File: src/hw/rtl/rifd_pkg.sv
// Shared constants and the arctangent table of the impedance block.
package rifd_pkg;

	localparam int SAMPLE_BITS_DEF = 18;
	localparam int RES_W           = 20;
	localparam int NP_W            = 16;
	localparam int MAG_W           = 40;
	localparam int PH_W            = 16;
	localparam int Z_W             = 21;
	localparam int CORDIC_STEPS    = 17;
	localparam int STEP_W          = 5;
	localparam int CFG_IDX_W       = 2;
	localparam int CFG_DATA_W      = 32;

	localparam logic [MAG_W-1:0]    MAG_MAX   = {MAG_W{1'b1}};
	localparam logic signed [Z_W-1:0] PI_Q16  = 21'sd205887;
	localparam logic signed [PH_W-1:0] PHASE_LIM = 16'sd25736;

	localparam logic [RES_W-1:0] CAL_RES_RESET = 20'd10000;
	localparam logic [NP_W-1:0]  NUM_PTS_RESET = 16'd100;

	localparam logic [CFG_IDX_W-1:0] CFG_CAL_RES = 2'd0;
	localparam logic [CFG_IDX_W-1:0] CFG_NUM_PTS = 2'd1;

	// atan(2^-i) in signed Q4.16
	function automatic logic signed [Z_W-1:0] atan_q16(input logic [STEP_W-1:0] i);
		logic signed [Z_W-1:0] t;
		unique case (i)
			5'd0:  t = 21'sd51472;
			5'd1:  t = 21'sd30385;
			5'd2:  t = 21'sd16055;
			5'd3:  t = 21'sd8150;
			5'd4:  t = 21'sd4091;
			5'd5:  t = 21'sd2047;
			5'd6:  t = 21'sd1024;
			5'd7:  t = 21'sd512;
			5'd8:  t = 21'sd256;
			5'd9:  t = 21'sd128;
			5'd10: t = 21'sd64;
			5'd11: t = 21'sd32;
			5'd12: t = 21'sd16;
			5'd13: t = 21'sd8;
			5'd14: t = 21'sd4;
			5'd15: t = 21'sd2;
			5'd16: t = 21'sd1;
			default: t = '0;
		endcase
		return t;
	endfunction

endpackage

File: src/hw/rtl/rifd_cordic.sv
// Iterative vectoring CORDIC: one rotation step per cycle, angle in signed Q4.16.
module rifd_cordic #(
	parameter int SAMPLE_BITS = rifd_pkg::SAMPLE_BITS_DEF
) (
	input  logic                              clk,
	input  logic                              arst_n,
	input  logic                              start,
	input  logic signed [SAMPLE_BITS-1:0]     re,
	input  logic signed [SAMPLE_BITS-1:0]     im,
	output logic                              done,
	output logic signed [rifd_pkg::Z_W-1:0]   angle
);
	localparam int XW = SAMPLE_BITS + 24 + 3;
	localparam logic [rifd_pkg::STEP_W-1:0] LAST_STEP =
		rifd_pkg::STEP_W'(rifd_pkg::CORDIC_STEPS - 1);

	typedef enum logic {C_IDLE, C_RUN} cstate_t;

	cstate_t                        state_q;
	logic [rifd_pkg::STEP_W-1:0]    step_q;
	logic signed [XW-1:0]           x_q, y_q;
	logic signed [rifd_pkg::Z_W-1:0] z_q;
	logic                           done_q;

	logic signed [XW-1:0] xe, ye, xs, ys, x0, y0;
	logic                 zero_vec;

	always_comb begin
		xe = {{(XW-SAMPLE_BITS){re[SAMPLE_BITS-1]}}, re};
		ye = -{{(XW-SAMPLE_BITS){im[SAMPLE_BITS-1]}}, im};
		zero_vec = (re == '0) && (im == '0);
		if (re[SAMPLE_BITS-1]) begin
			x0 = (-xe) <<< 24;
			y0 = (-ye) <<< 24;
		end else begin
			x0 = xe <<< 24;
			y0 = ye <<< 24;
		end
		xs = x_q >>> step_q;
		ys = y_q >>> step_q;
	end

	always_ff @(posedge clk or negedge arst_n) begin
		if (!arst_n) begin
			state_q <= C_IDLE;
			step_q  <= '0;
			done_q  <= 1'b0;
			z_q     <= '0;
		end else begin
			done_q <= 1'b0;
			unique case (state_q)
				C_IDLE: begin
					if (start) begin
						x_q    <= x0;
						y_q    <= y0;
						step_q <= '0;
						if (zero_vec) begin
							z_q    <= '0;
							done_q <= 1'b1;
						end else begin
							// left half-plane: fold and start at +pi or -pi
							if (re[SAMPLE_BITS-1])
								z_q <= ye[XW-1] ? -rifd_pkg::PI_Q16 : rifd_pkg::PI_Q16;
							else
								z_q <= '0;
							state_q <= C_RUN;
						end
					end
				end
				C_RUN: begin
					if (!y_q[XW-1]) begin
						x_q <= x_q + ys;
						y_q <= y_q - xs;
						z_q <= z_q + rifd_pkg::atan_q16(step_q);
					end else begin
						x_q <= x_q - ys;
						y_q <= y_q + xs;
						z_q <= z_q - rifd_pkg::atan_q16(step_q);
					end
					step_q <= step_q + 1'b1;
					if (step_q == LAST_STEP) begin
						state_q <= C_IDLE;
						done_q  <= 1'b1;
					end
				end
				default: state_q <= C_IDLE;
			endcase
		end
	end

	assign done  = done_q;
	assign angle = z_q;

	property p_zero_angle;
		@(posedge clk) disable iff (!arst_n)
			(state_q == C_IDLE && start && zero_vec) |=> (done_q && z_q == '0);
	endproperty
	a_zero_angle: assert property (p_zero_angle) else $error("zero vector angle not zero");

endmodule

File: src/hw/rtl/rifd_mag.sv
// Magnitude ratio: shared squarer, shift-add multiply, restoring divide and square root.
module rifd_mag #(
	parameter int SAMPLE_BITS = rifd_pkg::SAMPLE_BITS_DEF
) (
	input  logic                              clk,
	input  logic                              arst_n,
	input  logic                              start,
	input  logic signed [SAMPLE_BITS-1:0]     cal_re,
	input  logic signed [SAMPLE_BITS-1:0]     cal_im,
	input  logic signed [SAMPLE_BITS-1:0]     unk_re,
	input  logic signed [SAMPLE_BITS-1:0]     unk_im,
	input  logic [rifd_pkg::RES_W-1:0]        cal_res,
	output logic                              done,
	output logic [rifd_pkg::MAG_W-1:0]        mag,
	output logic                              zdiv
);
	localparam int P_W   = 2 * SAMPLE_BITS;
	localparam int MUL_W = (SAMPLE_BITS > rifd_pkg::RES_W) ? SAMPLE_BITS : rifd_pkg::RES_W;
	localparam int Q_W   = 2 * rifd_pkg::MAG_W;
	localparam int NUM_W = Q_W + P_W;
	localparam int SR_W  = rifd_pkg::MAG_W + 2;
	localparam int CNT_W = $clog2(Q_W);
	localparam int K_W   = 2 * rifd_pkg::RES_W + 16;
	localparam logic [CNT_W-1:0] MUL_LAST  = CNT_W'(P_W - 1);
	localparam logic [CNT_W-1:0] DIV_LAST  = CNT_W'(Q_W - 1);
	localparam logic [CNT_W-1:0] SQRT_LAST = CNT_W'(rifd_pkg::MAG_W - 1);
	localparam logic [2:0] SEL_CR = 3'd0, SEL_CI = 3'd1, SEL_UR = 3'd2,
		SEL_UI = 3'd3, SEL_RES = 3'd4;

	typedef enum logic [2:0] {M_IDLE, M_SQ, M_MUL, M_CHK, M_DIV, M_SQRT} mstate_t;

	mstate_t                      state_q;
	logic [2:0]                   sel_q;
	logic [CNT_W-1:0]             cnt_q;
	logic [P_W-1:0]               pc_q, pu_q, mplier_q, rem_q;
	logic [2*rifd_pkg::RES_W-1:0] r2_q;
	logic [NUM_W-1:0]             acc_q, mcand_q;
	logic [Q_W-1:0]               lo_q;
	logic [SR_W-1:0]              srem_q;
	logic [rifd_pkg::MAG_W-1:0]   root_q, mag_q;
	logic                         zdiv_q, done_q;

	logic signed [SAMPLE_BITS-1:0] sv;
	logic [SAMPLE_BITS:0]          sneg;
	logic [MUL_W-1:0]              op;
	logic [2*MUL_W-1:0]            prod;
	logic [P_W:0]                  dtrial;
	logic                          dge;
	logic [SR_W+1:0]               st, strial;
	logic                          sge;

	always_comb begin
		unique case (sel_q)
			SEL_CR:  sv = cal_re;
			SEL_CI:  sv = cal_im;
			SEL_UR:  sv = unk_re;
			default: sv = unk_im;
		endcase
		sneg = -{sv[SAMPLE_BITS-1], sv};
		if (sel_q == SEL_RES)
			op = MUL_W'(cal_res);
		else if (sv[SAMPLE_BITS-1])
			op = MUL_W'(sneg[SAMPLE_BITS-1:0]);
		else
			op = MUL_W'(sv);
		prod = op * op;

		dtrial = {rem_q, lo_q[Q_W-1]};
		dge    = dtrial >= {1'b0, pu_q};

		st     = {srem_q, lo_q[Q_W-1:Q_W-2]};
		strial = (SR_W+2)'({root_q, 2'b01});
		sge    = st >= strial;
	end

	always_ff @(posedge clk or negedge arst_n) begin
		if (!arst_n) begin
			state_q <= M_IDLE;
			done_q  <= 1'b0;
			sel_q   <= '0;
			cnt_q   <= '0;
		end else begin
			done_q <= 1'b0;
			unique case (state_q)
				M_IDLE: begin
					if (start) begin
						sel_q   <= SEL_CR;
						pc_q    <= '0;
						pu_q    <= '0;
						state_q <= M_SQ;
					end
				end
				M_SQ: begin
					if (sel_q == SEL_CR || sel_q == SEL_CI)
						pc_q <= pc_q + prod[P_W-1:0];
					else if (sel_q == SEL_UR || sel_q == SEL_UI)
						pu_q <= pu_q + prod[P_W-1:0];
					sel_q <= sel_q + 1'b1;
					if (sel_q == SEL_RES) begin
						r2_q     <= prod[2*rifd_pkg::RES_W-1:0];
						mcand_q  <= NUM_W'({prod[2*rifd_pkg::RES_W-1:0], 16'b0});
						mplier_q <= pc_q;
						acc_q    <= '0;
						cnt_q    <= '0;
						state_q  <= M_MUL;
					end
				end
				M_MUL: begin
					if (mplier_q[0])
						acc_q <= acc_q + mcand_q;
					mcand_q  <= mcand_q << 1;
					mplier_q <= mplier_q >> 1;
					cnt_q    <= cnt_q + 1'b1;
					if (cnt_q == MUL_LAST)
						state_q <= M_CHK;
				end
				M_CHK: begin
					zdiv_q <= (pu_q == '0);
					// quotient reaches 2^80 exactly when the top part is not below the divisor
					if (pu_q == '0 || acc_q[NUM_W-1:Q_W] >= pu_q) begin
						mag_q   <= rifd_pkg::MAG_MAX;
						done_q  <= 1'b1;
						state_q <= M_IDLE;
					end else begin
						rem_q   <= acc_q[NUM_W-1:Q_W];
						lo_q    <= acc_q[Q_W-1:0];
						cnt_q   <= '0;
						state_q <= M_DIV;
					end
				end
				M_DIV: begin
					rem_q <= dge ? P_W'(dtrial - {1'b0, pu_q}) : dtrial[P_W-1:0];
					lo_q  <= {lo_q[Q_W-2:0], dge};
					cnt_q <= cnt_q + 1'b1;
					if (cnt_q == DIV_LAST) begin
						srem_q  <= '0;
						root_q  <= '0;
						cnt_q   <= '0;
						state_q <= M_SQRT;
					end
				end
				M_SQRT: begin
					srem_q <= sge ? SR_W'(st - strial) : st[SR_W-1:0];
					root_q <= {root_q[rifd_pkg::MAG_W-2:0], sge};
					lo_q   <= lo_q << 2;
					cnt_q  <= cnt_q + 1'b1;
					if (cnt_q == SQRT_LAST) begin
						mag_q   <= {root_q[rifd_pkg::MAG_W-2:0], sge};
						done_q  <= 1'b1;
						state_q <= M_IDLE;
					end
				end
				default: state_q <= M_IDLE;
			endcase
		end
	end

	assign done = done_q;
	assign mag  = mag_q;
	assign zdiv = zdiv_q;

	property p_zdiv_sat;
		@(posedge clk) disable iff (!arst_n)
			(state_q == M_CHK && pu_q == '0) |=> (done_q && mag_q == rifd_pkg::MAG_MAX);
	endproperty
	a_zdiv_sat: assert property (p_zdiv_sat) else $error("zero divisor not saturated");

	property p_k_width;
		@(posedge clk) disable iff (!arst_n)
			(state_q == M_MUL) |-> (r2_q[2*rifd_pkg::RES_W-1:0] == mcand_q[K_W-1:16] || cnt_q != '0);
	endproperty
	a_k_width: assert property (p_k_width) else $error("multiplicand not loaded from R squared");

endmodule

File: src/hw/rtl/impedance_from_dft_pairs.sv
// Top level: word grouping, point count, sequencing of magnitude and angle units.
//
//  channel | signals                                   | role
//  in      | in_valid, in_stall, fifo_word, first_of_sweep | raw DFT words, one per transaction
//  out     | out_valid, out_stall, impedance_magnitude, phase_radians,
//          | point_number, last_point, zero_divisor    | one result per four words
//  cfg     | cfg_valid, cfg_ready, cfg_index, cfg_data | register writes, always ready
//
// Words one to three of a group are taken without a stall. The fourth starts the magnitude
// unit, which runs squarer, shift-add multiply, range check, restoring divide and square root
// in that order, and stops after the range check on a zero divisor or an oversized quotient.
// The two angles run meanwhile, one after the other, on one CORDIC. The result is loaded once
// both units are done. in_stall stays high from the fourth word until the result is loaded
// into the output register, which needs that register free. Reset is asynchronous.
module impedance_from_dft_pairs #(
	parameter int SAMPLE_BITS = rifd_pkg::SAMPLE_BITS_DEF
) (
	input  logic                                  clk,
	input  logic                                  arst_n,
	input  logic                                  in_valid,
	output logic                                  in_stall,
	input  logic [31:0]                           fifo_word,
	input  logic                                  first_of_sweep,
	output logic                                  out_valid,
	input  logic                                  out_stall,
	output logic [rifd_pkg::MAG_W-1:0]            impedance_magnitude,
	output logic signed [rifd_pkg::PH_W-1:0]      phase_radians,
	output logic [rifd_pkg::NP_W-1:0]             point_number,
	output logic                                  last_point,
	output logic                                  zero_divisor,
	input  logic                                  cfg_valid,
	output logic                                  cfg_ready,
	input  logic [rifd_pkg::CFG_IDX_W-1:0]        cfg_index,
	input  logic [rifd_pkg::CFG_DATA_W-1:0]       cfg_data
);
	localparam logic [1:0] POS_CR = 2'd0, POS_CI = 2'd1, POS_UR = 2'd2, POS_UI = 2'd3;

	typedef enum logic [2:0] {T_IDLE, T_KICK, T_ANG_CAL, T_ANG_UNK, T_WAIT} tstate_t;

	tstate_t                         state_q;
	logic [1:0]                      pos_q;
	logic signed [SAMPLE_BITS-1:0]   cal_re_q, cal_im_q, unk_re_q, unk_im_q;
	logic [rifd_pkg::NP_W-1:0]       pcnt_q, pnum_q, npts_q;
	logic [rifd_pkg::RES_W-1:0]      cal_res_q;
	logic signed [rifd_pkg::Z_W-1:0] ang_cal_q, ang_unk_q;
	logic                            mag_ok_q;
	logic                            out_valid_q, last_q, zdiv_q;
	logic [rifd_pkg::MAG_W-1:0]      mag_q;
	logic signed [rifd_pkg::PH_W-1:0] ph_q;
	logic [rifd_pkg::NP_W-1:0]       onum_q;

	logic                            accept, load;
	logic [1:0]                      pos_eff;
	logic [rifd_pkg::NP_W-1:0]       cnt_eff;
	logic signed [SAMPLE_BITS-1:0]   sample;
	logic                            cor_start, cor_done, mag_done, mag_zdiv;
	logic signed [SAMPLE_BITS-1:0]   cor_re, cor_im;
	logic signed [rifd_pkg::Z_W-1:0] cor_angle;
	logic [rifd_pkg::MAG_W-1:0]      mag_val;
	logic signed [rifd_pkg::Z_W:0]   dphi, dround;
	logic signed [rifd_pkg::Z_W-4:0] ph_wide;
	logic signed [rifd_pkg::PH_W-1:0] ph_c;

	assign in_stall  = (state_q != T_IDLE);
	assign accept    = in_valid && !in_stall;
	assign cfg_ready = 1'b1;
	assign pos_eff   = first_of_sweep ? POS_CR : pos_q;
	assign cnt_eff   = first_of_sweep ? '0 : pcnt_q;
	assign sample    = fifo_word[SAMPLE_BITS-1:0];
	assign load      = (state_q == T_WAIT) && mag_ok_q && (!out_valid_q || !out_stall);

	assign cor_start = (state_q == T_KICK) || (state_q == T_ANG_CAL && cor_done);
	assign cor_re    = (state_q == T_ANG_CAL) ? unk_re_q : cal_re_q;
	assign cor_im    = (state_q == T_ANG_CAL) ? unk_im_q : cal_im_q;

	always_comb begin
		dphi    = {ang_cal_q[rifd_pkg::Z_W-1], ang_cal_q} - {ang_unk_q[rifd_pkg::Z_W-1], ang_unk_q};
		dround  = dphi + (rifd_pkg::Z_W+1)'(8);
		ph_wide = dround[rifd_pkg::Z_W:4];
		if (ph_wide > (rifd_pkg::Z_W-3)'(rifd_pkg::PHASE_LIM))
			ph_c = rifd_pkg::PHASE_LIM;
		else if (ph_wide < -(rifd_pkg::Z_W-3)'(rifd_pkg::PHASE_LIM))
			ph_c = -rifd_pkg::PHASE_LIM;
		else
			ph_c = ph_wide[rifd_pkg::PH_W-1:0];
	end

	rifd_mag #(.SAMPLE_BITS(SAMPLE_BITS)) u_mag (
		.clk     (clk),
		.arst_n  (arst_n),
		.start   (state_q == T_KICK),
		.cal_re  (cal_re_q),
		.cal_im  (cal_im_q),
		.unk_re  (unk_re_q),
		.unk_im  (unk_im_q),
		.cal_res (cal_res_q),
		.done    (mag_done),
		.mag     (mag_val),
		.zdiv    (mag_zdiv)
	);

	rifd_cordic #(.SAMPLE_BITS(SAMPLE_BITS)) u_cordic (
		.clk    (clk),
		.arst_n (arst_n),
		.start  (cor_start),
		.re     (cor_re),
		.im     (cor_im),
		.done   (cor_done),
		.angle  (cor_angle)
	);

	always_ff @(posedge clk or negedge arst_n) begin
		if (!arst_n) begin
			state_q     <= T_IDLE;
			pos_q       <= POS_CR;
			pcnt_q      <= '0;
			cal_re_q    <= '0;
			cal_im_q    <= '0;
			unk_re_q    <= '0;
			unk_im_q    <= '0;
			cal_res_q   <= rifd_pkg::CAL_RES_RESET;
			npts_q      <= rifd_pkg::NUM_PTS_RESET;
			mag_ok_q    <= 1'b0;
			out_valid_q <= 1'b0;
		end else begin
			if (cfg_valid && cfg_ready) begin
				if (cfg_index == rifd_pkg::CFG_CAL_RES)
					cal_res_q <= cfg_data[rifd_pkg::RES_W-1:0];
				else if (cfg_index == rifd_pkg::CFG_NUM_PTS)
					npts_q <= cfg_data[rifd_pkg::NP_W-1:0];
			end
			if (mag_done)
				mag_ok_q <= 1'b1;
			if (out_valid_q && !out_stall && !load)
				out_valid_q <= 1'b0;
			unique case (state_q)
				T_IDLE: begin
					if (accept) begin
						pcnt_q <= cnt_eff;
						unique case (pos_eff)
							POS_CR: begin cal_re_q <= sample; pos_q <= POS_CI; end
							POS_CI: begin cal_im_q <= sample; pos_q <= POS_UR; end
							POS_UR: begin unk_re_q <= sample; pos_q <= POS_UI; end
							default: begin
								unk_im_q <= sample;
								pos_q    <= POS_CR;
								pnum_q   <= cnt_eff + 1'b1;
								pcnt_q   <= cnt_eff + 1'b1;
								state_q  <= T_KICK;
							end
						endcase
					end
				end
				T_KICK: begin
					mag_ok_q <= 1'b0;
					state_q  <= T_ANG_CAL;
				end
				T_ANG_CAL: begin
					if (cor_done) begin
						ang_cal_q <= cor_angle;
						state_q   <= T_ANG_UNK;
					end
				end
				T_ANG_UNK: begin
					if (cor_done) begin
						ang_unk_q <= cor_angle;
						state_q   <= T_WAIT;
					end
				end
				T_WAIT: begin
					if (load) begin
						mag_q       <= mag_val;
						zdiv_q      <= mag_zdiv;
						ph_q        <= ph_c;
						onum_q      <= pnum_q;
						last_q      <= (pnum_q == npts_q);
						out_valid_q <= 1'b1;
						state_q     <= T_IDLE;
					end
				end
				default: state_q <= T_IDLE;
			endcase
		end
	end

	assign out_valid           = out_valid_q;
	assign impedance_magnitude = mag_q;
	assign phase_radians       = ph_q;
	assign point_number        = onum_q;
	assign last_point          = last_q;
	assign zero_divisor        = zdiv_q;

	property p_group_stalls;
		@(posedge clk) disable iff (!arst_n)
			(accept && pos_eff == POS_UI) |=> in_stall;
	endproperty
	a_group_stalls: assert property (p_group_stalls) else $error("fourth word did not start work");

	property p_zdiv_mag;
		@(posedge clk) disable iff (!arst_n)
			(out_valid_q && zdiv_q) |-> (mag_q == rifd_pkg::MAG_MAX);
	endproperty
	a_zdiv_mag: assert property (p_zdiv_mag) else $error("zero divisor without saturation");

	property p_phase_lim;
		@(posedge clk) disable iff (!arst_n)
			out_valid_q |-> (ph_q <= rifd_pkg::PHASE_LIM && ph_q >= -rifd_pkg::PHASE_LIM);
	endproperty
	a_phase_lim: assert property (p_phase_lim) else $error("phase beyond clamp");

	property p_last_flag;
		@(posedge clk) disable iff (!arst_n)
			load |=> (last_q == (onum_q == npts_q));
	endproperty
	a_last_flag: assert property (p_last_flag) else $error("last flag mismatch");

endmodule

File: config.mk
export PLATFORM = sky130hd
export DESIGN_NAME = impedance_from_dft_pairs
export DESIGN_NICKNAME = d
export VERILOG_FILES = /design/src/hw/rtl/rifd_pkg.sv /design/src/hw/rtl/rifd_cordic.sv /design/src/hw/rtl/rifd_mag.sv /design/src/hw/rtl/impedance_from_dft_pairs.sv
export SDC_FILE = /design/constraint.sdc
export NUM_CORES = 2
export LEC_CHECK = 0
export CORE_MARGIN = 4
export CORE_UTILIZATION = 55
export DETAILED_ROUTE_END_ITERATION = 10
export DONT_BUFFER_PORTS = 1
export PLACE_DENSITY = 0.7
export SYNTH_ARGS = -nofsm -noshare
export SYNTH_HDL_FRONTEND = slang
export SYNTH_HIERARCHICAL = 1
export SYNTH_SLANG_ARGS = --single-unit
File: constraint.sdc
create_clock -name clk -period 14.33 [get_ports clk]
set_input_delay 0.7165 -clock clk [delete_from_list [all_inputs] [get_ports clk]]
set_output_delay 0.7165 -clock clk [all_outputs]
set_load 0.01 [all_outputs]
==> impl_metrics.ini <==
[detailed_routing]
drc_errors = 0
postRouteAntennaNets = 0
wl_per_cell_um = 21.89
vias = 66040
dr.pass1.iters = 8
drt_iter0_drc = 6025
drt-total-wl_mm = 231.8
viasPerCell = 6.236

[cells_and_area]
multi_input_area_sq_mm = 0.05084
finish.utilization_pct = 59.01
area_delta_synth_final_pct = 6.262
seq_area_sq_mm = 0.02746
drive_gt1_share_pct = 8.085
nFillCells = 12760
design_area_sq_mm = 0.08755
fin_nets = 9462

[timing]
fin_skew_ns = 0.04448
min_period_over_period_pct = 90.14
setup_tns_ns = 0
relSlewSlack_pct = 18.39
holdWs_ns = 0.002748
fmax_mhz = 77.41
min_period_ns = 12.92
slew_viol_final = 0
finalSetupViolCount = 0
finalHoldViolCount = 0
tightest_slew_ns = 1.224
rsz0062_at_grt = no

[floorplan]
start_util_pct = 55.53
ios = 149
rows = 141
die_h_um = 395.0
core-area_sq_mm = 0.1484
die_area_sq_mm = 0.1560
fp.dieW_um = 395.0

[yosys]
yosysSeqAreaShare_pct = 33.30
synth_cell_type_count = 129
synth_top_area_share_pct = 28.03
yosysWarnings = 6
synth.top_cells.by_area = edfxtp_1, ha_1, fa_1, dfrtp_1, a21oi_1
ys.flop_type = edfxtp_1
synth-edff-count = 769
ys_top_cells_by_count = nand2_1, nor2_1, edfxtp_1
post_synth.cell_area_avg_sq_um = 9.472
syn_nets = 9669
synthCells = 8698
synth.most_common_cell = nand2_1
synthArstFlopShare_pct = 18.37
synth_area_sq_mm = 0.08239
yosys.area.top_type = edfxtp_1
ys_ff_latch = 942

[setup_path]
crit_path_end_kind = flip-flop
critPathKind = reg2reg
r2r-start = u_mag/sel_q[1]
crit_slowest_cell = fa_1
start_kind = flip-flop
reg2reg_depth = 47
worst-path-max-fanout = 20
worst-r2r-setup-slack_ns = 1.41
reg2reg_to = u_mag/pu_q[35]
required_ns = 14.81
worstPathArrival_ns = 13.40
critical-path-max-stage-delay_ns = 0.54

[place]
placed_cell_area_sq_mm = 0.08388
port_buffers = 0
hpwl_mm = 172.1
place_congestion = 0.9558

[power_and_ir_drop]
cellPowerDensity_mw_per_mm2 = 137.7
p_leak_nw = 37.46
ir_drop_v = 0.0003011

[global_routing]
met1_usage_pct = 40.37
grt_max_degree = 174
grt_util_met2_pct = 45.13
busiest_layer = met2
overflow = 0
grt_pass1_vias = 63780
met3_usage_pct = 5.550
grt_pass1_wl_mm = 360.8
antenna_found_initial = 4
grt_usage_pct = 28.82

[min_path]
hp-class = in2async

[clock_tree]
cts_tree = done
cts_buffers = 105
clock_path_buffers = 3
htree_num_levels = 3
clk_latency_ns = 0.76
cts-root-buf = clkbuf_16
clock_sinks = 942
clk_pin_slew_worst_paths_ns = 0.06

[status]
outcome = completed

[run]
maxCapViolCount = 0
==> flip-flops by register name, indices dropped and copies added (netlist names), 18 cells and up <==
register             cells
unk_im_q                18
u_mag/mag               40
u_mag/acc_q            100
cal_res_q               20
u_mag/lo_q              80
u_cordic/x_q            45
u_cordic/angle          21
impedance_magnitude     40
u_mag/pc_q              36
cal_im_q                18
ang_cal_q               21
cal_re_q                18
u_mag/rem_q             36
u_mag/mcand_q          100
u_mag/pu_q              36
u_mag/srem_q            42
unk_re_q                18
u_mag/root_q            40
u_cordic/y_q            45
ang_unk_q               21
u_mag/mplier_q          36
==> power breakdown <==
group          switching (mW)  internal [mW]
sequential             0.0348           3.08
clock                    1.25           1.59
combinational            3.74           2.36
==> cell usage in the layout, fill, tap and decap left out, types with 80 or more instances in the layout <==
master / instances
nand2_1: 877
nor2_1: 855
edfxtp_1: 769
a21oi_1: 677
inv_1: 642
ha_1: 616
o21ai_0: 358
xnor2_1: 326
fa_1: 283
a21o_1: 262
mux2i_1: 215
xor2_1: 201
mux2_2: 187
dfrtp_1: 157
nor3_1: 155
and3_1: 141
nand3_1: 129
mux4_2: 115
and2_1: 109
clkbuf_16: 108
a31oi_1: 96
nor2b_1: 88
nand2b_1: 84
buf_4: 80
o21a_1: 80
==> kinds of logic (layout without fill, tap and decap cells) <==
| kind of cell | after synthesis | after routing | synth area share (%) |
|---|---|---|---|
| AO/OA/AOI/OAI | 2017 | 2017 | 15.66 |
| XOR/XNOR | 527 | 527 | 5.602 |
| adder cells (fa/ha/maj) | 900 | 900 | 16.24 |
| buffers and inverters | 1049 | 935 | 5.174 |
| flip-flops | 942 | 942 | 33.30 |
| multiplexers | 530 | 530 | 8.626 |
| other | 1 | 5 | 0.004552 |
| AND/OR/NAND/NOR | 2732 | 2732 | 15.39 |
==> per-layer routing <==
metal  wire (um)  share of wire [%]
met3       19950                8.6
met5          13             0.0056
met1      101100                 44
met2      102700                 44
met4        8022                3.5
==> layout make-up <==
cell class	count	area share, %
antenna	4	0.01143
clock buffer	138	3.357
clock inverter	62	0.7904
inverter	653	2.800
multi-input combinational	6707	58.07
sequential	942	31.37
tap	2002	2.861
timing repair buffer	82	0.7403
==> critical path, delay by kind of cell (launching register included) <==
kind | cells | cell delay (ns)
simple gates | 10 | 2.83
fa+ha+maj | 11 | 4.77
xor+xnor | 2 | 0.39
compound gates | 16 | 3.32
flops | 1 | 0.39
buf+inv | 8 | 0.94
==> metrics by stage <==
step	instances	total power, mW	worst slack [ns]
6_report	10590	12.06	1.412
2_1_floorplan	8698	7.747	2.815
5_1_grt	10590	13.01	0.6489
3_3_place_gp	10390	9.037	1.738
3_5_place_dp	10390	9.158	1.573
4_1_cts	10590	12.07	1.562
==> how the worst max path moves through the flow <==
| stage | start | to | slack, ns | depth (start not counted) |
|---|---|---|---|---|
| floorplan | u_mag/sel_q[0] | u_mag/pu_q[35] | 2.81 | 51 |
| global placement | u_mag/sel_q[1] | u_mag/pu_q[35] | 1.74 | 47 |
| detailed placement | u_mag/sel_q[1] | u_mag/pu_q[35] | 1.57 | 47 |
| CTS | u_mag/sel_q[1] | u_mag/pu_q[35] | 1.56 | 47 |
| global route | u_mag/sel_q[1] | u_mag/pu_q[35] | 0.65 | 47 |
| finish | u_mag/sel_q[1] | u_mag/pu_q[35] | 1.41 | 47 |
==> what timing repair did <==
| item | 4_1_cts | 5_1_grt |
|---|---|---|
| setup buffers | 0 | 0 |
| hold endpoints to repair | 173 | 0 |
| hold buffers | 1 | 0 |
| gates resized for setup | 0 | 0 |
Note: power is estimated with default switching activity, not from simulation.
